[src/mab_pkg.sv]
// ----------------------------------------------------------------------------
// mab_pkg
// Shared types and constants for the masked add/subtract blend pipeline.
// ----------------------------------------------------------------------------
`default_nettype none

package mab_pkg;

    localparam int ChanW    = 8;
    localparam int PixelW   = 3 * ChanW;
    localparam int PercentW = 8;
    localparam int MagW     = 7;
    localparam int ScaleW   = 9;     // q = 0..256
    localparam int SumW     = 17;    // t*m + d*(255-m), plus rounding headroom

    localparam logic [MagW-1:0] PercentMax = 7'd100;
    localparam logic [ChanW-1:0] ChanMax   = 8'hff;

    // q = trunc(mag * 256 / 100) == (mag * 10486) >> 12 for mag in 0..100
    localparam logic [13:0] ScaleRecip = 14'd10486;
    localparam int          ScaleShift = 12;

    typedef struct packed {
        logic              active;   // percent non-zero
        logic              sub;      // negative percent
        logic [ScaleW-1:0] q;
    } cfg_t;

    typedef struct packed {
        logic en_a;
        logic en_b;
        logic en_c;
    } stage_en_t;

endpackage : mab_pkg

`default_nettype wire

[src/mab_cfg.sv]
// ----------------------------------------------------------------------------
// mab_cfg
// Strength register: saturates the signed percent and precomputes the scale.
// ----------------------------------------------------------------------------
`default_nettype none

module mab_cfg
    import mab_pkg::*;
(
    input  wire logic                clk,
    input  wire logic                rst_n,
    input  wire logic                cfg_wr_en,
    input  wire logic [PercentW-1:0] cfg_wr_data,
    output cfg_t                     cfg
);

    cfg_t                cfg_reg;
    cfg_t                cfg_next;
    logic signed [PercentW-1:0] pct;
    logic [MagW-1:0]     mag;
    logic [20:0]         scaled;

    always_comb
    begin
        pct = $signed(cfg_wr_data);
        if (pct < -8'sd100)
        begin
            mag = PercentMax;
        end
        else if (pct > 8'sd100)
        begin
            mag = PercentMax;
        end
        else if (pct < 8'sd0)
        begin
            mag = MagW'(-pct);
        end
        else
        begin
            mag = MagW'(pct);
        end
        scaled          = 21'(mag) * 21'(ScaleRecip);
        cfg_next.active = (pct != 8'sd0);
        cfg_next.sub    = pct[PercentW-1];
        cfg_next.q      = scaled[ScaleShift +: ScaleW];
    end

    always_ff @(posedge clk or negedge rst_n)
    begin
        if (!rst_n)
        begin
            cfg_reg <= '0;
        end
        else if (cfg_wr_en)
        begin
            cfg_reg <= cfg_next;
        end
    end

    assign cfg = cfg_reg;

endmodule : mab_cfg

`default_nettype wire

[src/mab_lane.sv]
// ----------------------------------------------------------------------------
// mab_lane
// One color channel: scale, add/sub with clamp, mask mix, divide by 255.
// ----------------------------------------------------------------------------
`default_nettype none

module mab_lane
    import mab_pkg::*;
(
    input  wire logic             clk,
    input  wire cfg_t             cfg,
    input  wire stage_en_t        en,
    input  wire logic [ChanW-1:0] src,
    input  wire logic [ChanW-1:0] dst,
    input  wire logic [ChanW-1:0] mask,
    input  wire logic             pass,
    output logic      [ChanW-1:0] result
);

    // stage A
    logic [ChanW-1:0]  add_a_reg;
    logic [ChanW-1:0]  dst_a_reg;
    logic [ChanW-1:0]  mask_a_reg;
    logic              pass_a_reg;
    logic [16:0]       prod_a_next;

    // stage B
    logic [SumW-1:0]   mix_b_reg;
    logic [SumW-1:0]   mix_b_next;
    logic [ChanW-1:0]  dst_b_reg;
    logic              pass_b_reg;
    logic [ChanW:0]    sum_b;
    logic [ChanW-1:0]  t_b;
    logic [15:0]       fg_b;
    logic [15:0]       bg_b;

    // stage C
    logic [ChanW-1:0]  res_c_reg;
    logic [ChanW-1:0]  res_c_next;
    logic [SumW-1:0]   div_c;

    assign prod_a_next = 17'(src) * 17'(cfg.q);

    always_ff @(posedge clk)
    begin
        if (en.en_a)
        begin
            add_a_reg  <= prod_a_next[15:8];
            dst_a_reg  <= dst;
            mask_a_reg <= mask;
            pass_a_reg <= pass;
        end
    end

    always_comb
    begin
        if (cfg.sub)
        begin
            sum_b = {1'b0, dst_a_reg} - {1'b0, add_a_reg};
            t_b   = sum_b[ChanW] ? '0 : sum_b[ChanW-1:0];
        end
        else
        begin
            sum_b = {1'b0, dst_a_reg} + {1'b0, add_a_reg};
            t_b   = sum_b[ChanW] ? ChanMax : sum_b[ChanW-1:0];
        end
        fg_b       = 16'(t_b) * 16'(mask_a_reg);
        bg_b       = 16'(dst_a_reg) * 16'(ChanMax - mask_a_reg);
        mix_b_next = SumW'(fg_b) + SumW'(bg_b);
    end

    always_ff @(posedge clk)
    begin
        if (en.en_b)
        begin
            mix_b_reg  <= mix_b_next;
            dst_b_reg  <= dst_a_reg;
            pass_b_reg <= pass_a_reg;
        end
    end

    // x / 255 == (x + (x >> 8) + 1) >> 8 for x in 0..65025, the mix range
    always_comb
    begin
        div_c      = mix_b_reg + (mix_b_reg >> 8) + SumW'(1);
        res_c_next = pass_b_reg ? dst_b_reg : div_c[8 +: ChanW];
    end

    always_ff @(posedge clk)
    begin
        if (en.en_c)
        begin
            res_c_reg <= res_c_next;
        end
    end

    assign result = res_c_reg;

endmodule : mab_lane

`default_nettype wire

[src/masked_add_sub_blend.sv]
// ----------------------------------------------------------------------------
// masked_add_sub_blend
// Masked additive/subtractive RGB888 blend, three-stage pipeline.
// An accepted request passes registered stages A (scale), B (mix multiply)
// and C (divide by 255); throughput 1 pixel per cycle while out_stall is low.
// A bubble in any stage is filled even while the output is stalled.
// Reset clears the stage valid bits and sets the strength to 0 (no writes).
// ----------------------------------------------------------------------------
`default_nettype none

module masked_add_sub_blend
    import mab_pkg::*;
(
    input  wire logic                clk,
    input  wire logic                rst_n,
    input  wire logic                cfg_wr_en,
    input  wire logic [PercentW-1:0] cfg_wr_data,
    input  wire logic                in_valid,
    output logic                     in_stall,
    input  wire logic [PixelW-1:0]   source_pixel,
    input  wire logic [PixelW-1:0]   dest_pixel,
    input  wire logic [ChanW-1:0]    mask_level,
    output logic                     out_valid,
    input  wire logic                out_stall,
    output logic      [PixelW-1:0]   result_pixel,
    output logic                     write_enable
);

    cfg_t      cfg;
    stage_en_t en;
    logic      pass_in;
    logic      rdy_a;
    logic      rdy_b;
    logic      rdy_c;
    logic      vld_a_reg;
    logic      vld_b_reg;
    logic      vld_c_reg;
    logic      pass_a_reg;
    logic      pass_b_reg;
    logic      we_c_reg;

    mab_cfg u_cfg
    (
        .clk         (clk),
        .rst_n       (rst_n),
        .cfg_wr_en   (cfg_wr_en),
        .cfg_wr_data (cfg_wr_data),
        .cfg         (cfg)
    );

    // each stage moves when it is empty or the next one moves
    assign rdy_c    = !vld_c_reg || !out_stall;
    assign rdy_b    = !vld_b_reg || rdy_c;
    assign rdy_a    = !vld_a_reg || rdy_b;
    assign en.en_a  = rdy_a;
    assign en.en_b  = rdy_b;
    assign en.en_c  = rdy_c;
    assign in_stall = !rdy_a;
    assign pass_in  = (mask_level == '0) || !cfg.active;

    always_ff @(posedge clk or negedge rst_n)
    begin
        if (!rst_n)
        begin
            vld_a_reg <= 1'b0;
            vld_b_reg <= 1'b0;
            vld_c_reg <= 1'b0;
        end
        else
        begin
            if (rdy_a)
            begin
                vld_a_reg <= in_valid;
            end
            if (rdy_b)
            begin
                vld_b_reg <= vld_a_reg;
            end
            if (rdy_c)
            begin
                vld_c_reg <= vld_b_reg;
            end
        end
    end

    always_ff @(posedge clk)
    begin
        if (rdy_a)
        begin
            pass_a_reg <= pass_in;
        end
        if (rdy_b)
        begin
            pass_b_reg <= pass_a_reg;
        end
        if (rdy_c)
        begin
            we_c_reg <= !pass_b_reg;
        end
    end

    for (genvar ch = 0; ch < 3; ch++)
    begin : g_lane
        mab_lane u_lane
        (
            .clk    (clk),
            .cfg    (cfg),
            .en     (en),
            .src    (source_pixel[ch*ChanW +: ChanW]),
            .dst    (dest_pixel[ch*ChanW +: ChanW]),
            .mask   (mask_level),
            .pass   (pass_in),
            .result (result_pixel[ch*ChanW +: ChanW])
        );
    end

    assign out_valid    = vld_c_reg;
    assign write_enable = we_c_reg;

endmodule : masked_add_sub_blend

`default_nettype wire

[config.mk]
export PLATFORM = sky130hd
export DESIGN_NAME = masked_add_sub_blend
export DESIGN_NICKNAME = d
export VERILOG_FILES = /design/src/mab_pkg.sv /design/src/mab_cfg.sv /design/src/mab_lane.sv /design/src/masked_add_sub_blend.sv
export SDC_FILE = /design/constraint.sdc
export NUM_CORES = 2
export LEC_CHECK = 0
export BUFFER_PORTS_ARGS = -buffer_cell sky130_fd_sc_hd__buf_2
export CORE_ASPECT_RATIO = 1.2
export CORE_MARGIN = 10
export CORE_UTILIZATION = 38
export DETAILED_ROUTE_END_ITERATION = 8
export PLACE_DENSITY = 0.53
export SYNTH_ARGS = -nofsm -noshare
export SYNTH_HDL_FRONTEND = slang
export SYNTH_SLANG_ARGS = --single-unit
[constraint.sdc]
create_clock -name clk -period 8.77 [get_ports clk]
set_clock_uncertainty 0.1 [all_clocks]
set_input_delay 0.4385 -clock clk [delete_from_list [all_inputs] [get_ports clk]]
set_output_delay 0.4385 -clock clk [all_outputs]
set_load 0.05 [all_outputs]
# Yosys cells after proc, flatten, opt, wreduce, memory -nomap -nowiden
# Index checks and enable logic that the tools add are counted.
# word_totals
regBits	172
in_bits	69
output_inout_bits	27
# classes
add_sub_neg	17
mul	10
order_cmp	3
muxes	15
n_reduce_logical	13
# ops
op	count
$mux 8	12
$add 16x16->17	3
$add 16x1->16 const B	3
$add 16x9->16	3
$mul 8x8->16	3
$mul 8x9->16	3
$mul 8x16->16	2
$add 8x8->9	3
$sub 8x8->9	3
$mux 7	3
$mul 7x13->20 const B	1
$mul 9x9->16	1
$sub 8x8->9 const A	1
$gt 8x8->1 const B	1
$logic_not 8->1	1
$lt 8x1->1 const B	1
$lt 8x8->1 const B	1
$reduce_bool 8->1	1
$logic_not 1->1	7
$neg 7->7	1
$logic_or 1x1->1	4

# Longest topological paths before layout
# depth
ltp_word	5
mapped_depth	30
depth_no_buf	29

# Modules after synthesis
# Synthesis repeated with hierarchy kept, for this count alone.
# hier_totals
hier_cells	3307
area_unflattened_um2	31300.0
# by_module_without_submodules
mod	n_inst	cells_each	area_each_um2	seq_area_each_um2
mab_lane (g_lane[1].u_lane)	1	1016	9661.8	1771.7
mab_lane (g_lane[0].u_lane)	1	1029	9633.0	1771.7
mab_lane (g_lane[2].u_lane)	1	990	9522.9	1771.7
mab_cfg	1	255	2255.9	275.3
masked_add_sub_blend	1	17	226.5	165.2

# Worst setup path after synthesis
# OpenSTA, ideal clock, no wires.
# synth_path
path_type	register to register
from	register g_lane[1].u_lane.mask_a_reg[2]
to	register g_lane[1].u_lane.mix_b_reg[15], data pin
setup_time_ns	0.259
t_arrival_ns	7.107
t_required_ns	8.411
path_slack_ns	1.305
path_stages_with_launch	26
n_path_buf	1
path_cell_list	edfxtp_1 > inv_1 > clkbuf_1 > nand2_1 > fa_1 > fa_1 > inv_1 > fa_1 > inv_1 > fa_1 > inv_1 > ha_1 > xor2_1 > fa_1 > inv_1 > fa_1 > fa_1 > inv_1 > fa_1 > inv_1 > ha_1 > a21boi_1 > o41a_1 > a41o_1 > o41a_1 > xor2_1
# synth_via
elab_chain_len	3
# synth_rtl
element	line_no	rtl
start: declaration	mab_lane.sv:23	logic [ChanW-1:0] mask_a_reg;
start signal: assignment	mab_lane.sv:50	mask_a_reg <= mask;
$sub 8x8->9	mab_lane.sv:68	bg_b = 16'(dst_a_reg) * 16'(ChanMax - mask_a_reg);
$mul 8x16->16	mab_lane.sv:68	
$add 16x16->17 (*)	mab_lane.sv:69	mix_b_next = SumW'(fg_b) + SumW'(bg_b);
named net g_lane[1].u_lane.mix_b_next[15]	mab_lane.sv:29	logic [SumW-1:0] mix_b_next;
end signal: assignment	mab_lane.sv:76	mix_b_reg <= mix_b_next;
end: declaration	mab_lane.sv:28	logic [SumW-1:0] mix_b_reg;
# The timed path passes the listed nets; every way through them passes the cells marked *.
# A chain may end at the register's enable or synchronous reset.

# Final worst setup path
# Same ends and word-level chain as after synthesis.

==> reports/results.ini <==
[synth]
postSynthAreaPerCell_um2 = 9.32
synth_ff_type = edfxtp_1
synth_nets = 4203
synthCells = 3292
async_flop_share_pct = 8.14
netlist_area_mm2 = 0.0307
seq_area_frac_synth_pct = 16.6
synth_edf_count = 158
ys_seq_elements = 172
ys_types = 77
ys.warnings.count = 0

[die]
die_h_um = 331
core_area_mm2 = 0.0803
dieArea_mm2 = 0.0925
row_count = 114
die_width_um = 279
ioPinCount = 96
start_util_pct = 38.2

[setup_path]
startpoint_type = register
crit_family = adder cells
worstPathArrival_ns = 7.97
worst_ep_required_time_ns = 8.92
crit_start = g_lane[1].u_lane.mask_a_reg[2]
max_stage_delay_ns = 0.56
worstPathMaxFanout = 16
worstReg2RegStart = g_lane[1].u_lane.mask_a_reg[2]
cp-endpoint = g_lane[1].u_lane.mix_b_reg[15]
endpoint_kind = register
path_buf_inv = 7
cp_slowest_cell = inv_1
r2r_end = g_lane[1].u_lane.mix_b_reg[15]
rrSetupSlack_ns = 0.95
rr_worst_depth = 27
crit_type = register to register
crit_cells = 27

[clocking]
worstSkewPairLatency_ns = 0.51
htree_levels = 4
cts.clk_slew.worst_paths_ns = 0.07
cts_inserted_buffers = 17
clockBufferDepth = 2
cts-root-buf = clkbuf_16
cts_sinks = 172
ctsResizeCount = 0
cts_tree = built

[place]
place_congestion = 0.838
port_buffers = 95
hpwlAfterDp_um = 59300
dp_cells = 4382

[timing]
fin_crit_sh_pct = 89.2
clock.fmax_mhz = 128
hold_viol = 0
slew_headroom_pct = 35.4
worst_pin_slew_ns = 0.965
rsz0062_at_grt = false
setup-tns-final_ns = 0
min_period_ns = 7.82
worst_hold_slack_ns = 0.0627
finalSetupViolations = 0
drv_slew = 0

[route]
routed_wl_um = 73600
post-route-drc-count = 0
drtIter0Drc = 1049
vias = 22203
viasPerCell = 5.01
ant_nets = 0
route.detailed.wl_per_inst_um = 16.6
drtPass1Iterations = 4

[final_layout]
drive_gt1_share_pct = 5.99
finalNonFillerCells = 4432
mostFrequentLayoutCells = 686 x inv_1, 437 x ha_1, 405 x fa_1
num-nets-final = 4286
antenna_cells = 0
largest_register_ffs = 51
syn2layout_area_growth_pct = 8.20
num-fill-cells = 8102
layout_commonest_cell = inv_1

[job]
drv_cap = 0

[global_routing]
grt_pass1_vias = 23039
grt_pass1_wl_um = 121000
grt_max_degree = 75
antenna_found_initial = 4
grtUsageTotal_pct = 16.3
overflow = 0

[run_status]
status = finished clean

[min_path]
hold_path.class = input pin to register

-- how the worst min path moves through the flow --
stage / depth (start not counted) / endpoint / start / slack, ns
floorplan: 0 / out_valid / rst_n / 0.04
global placement: 1 / u_cfg.cfg[1] / rst_n / 0.28
detailed placement: 1 / u_cfg.cfg[1] / rst_n / 0.28
CTS: 1 / g_lane[1].u_lane.dst_a_reg[3] / dest_pixel[11] / 0.01
global route: 1 / g_lane[1].u_lane.dst_a_reg[3] / dest_pixel[11] / 0.03
finish: 1 / g_lane[1].u_lane.dst_a_reg[3] / dest_pixel[11] / 0.06
-- synth_stat cells, types with 11 or more instances --
cell type	count	share of area, %
o21ai_0	81	1.3
nand2b_1	43	0.88
or3_1	31	0.63
a21oi_1	104	1.7
a31oi_1	11	0.22
dfrtp_1	14	1.1
xor2_1	39	1.1
clkbuf_1	83	1.0
a211oi_1	13	0.32
nor2b_1	151	3.1
and3_1	13	0.27
nand2_1	234	2.9
inv_1	686	8.4
o211ai_1	33	0.81
fa_1	405	26
o211a_1	13	0.42
ha_1	437	18
nand4_1	33	0.67
a21o_1	23	0.56
edfxtp_1	158	15
nand3_1	41	0.67
o21a_1	25	0.61
nor2_1	134	1.6
xnor2_1	87	2.5
and2_1	164	3.3
or2_2	12	0.24
nor3_1	46	0.75
-- cell families after synthesis --
kind of cell / after synthesis / synth area share (%)
adders and majority gates: 842 / 44.3
xor gates and xnor gates: 126 / 3.60
DFF: 172 / 16.6
AOI/OAI and AO/OA: 425 / 9.67
muxes: 7 / 0.245
and+or+nand+nor: 935 / 16.0
buffers and inverters: 785 / 9.64
-- layout make-up --
type                       count  area [um2]  share of cell area (%)
clock inverter                 7        46.3                   0.140
sequential                   172        5090                    15.4
tap                         1044        1310                    3.94
clock buffer                  25         529                    1.59
multi-input combinational   2335       22600                    68.2
inverter                     694        2610                    7.85
timing repair buffer         155         971                    2.93
-- layer usage --
layer  wire length, um  vias up  global-route usage [%]
li1                  -    10813                       -
met1             34400    10934                    21.5
met2             35000      389                    27.8
met3              2660       67                    1.78
met4              1490        0                    4.85
met5                 0        -                       0
-- through the flow --
step	area (um2)	setup slack, ns	utilization (%)
6_report	33200	0.949	41.3
3_5_place_dp	32400	0.944	40.4
3_3_place_gp	32400	1.04	40.4
4_1_cts	33200	0.909	41.3
5_1_grt	33200	0.600	41.3
2_1_floorplan	30700	1.30	-
-- timing repair --
| action | in CTS | in global routing |
|---|---|---|
| endpoints found under the hold margin | 31 | 0 |
| hold buffers | 18 | 0 |
| buffers inserted | 0 | 0 |
Power is left out: the tool's default activity adds up to more than one toggle a clock period on the data nets, which glitch-free logic cannot reach.
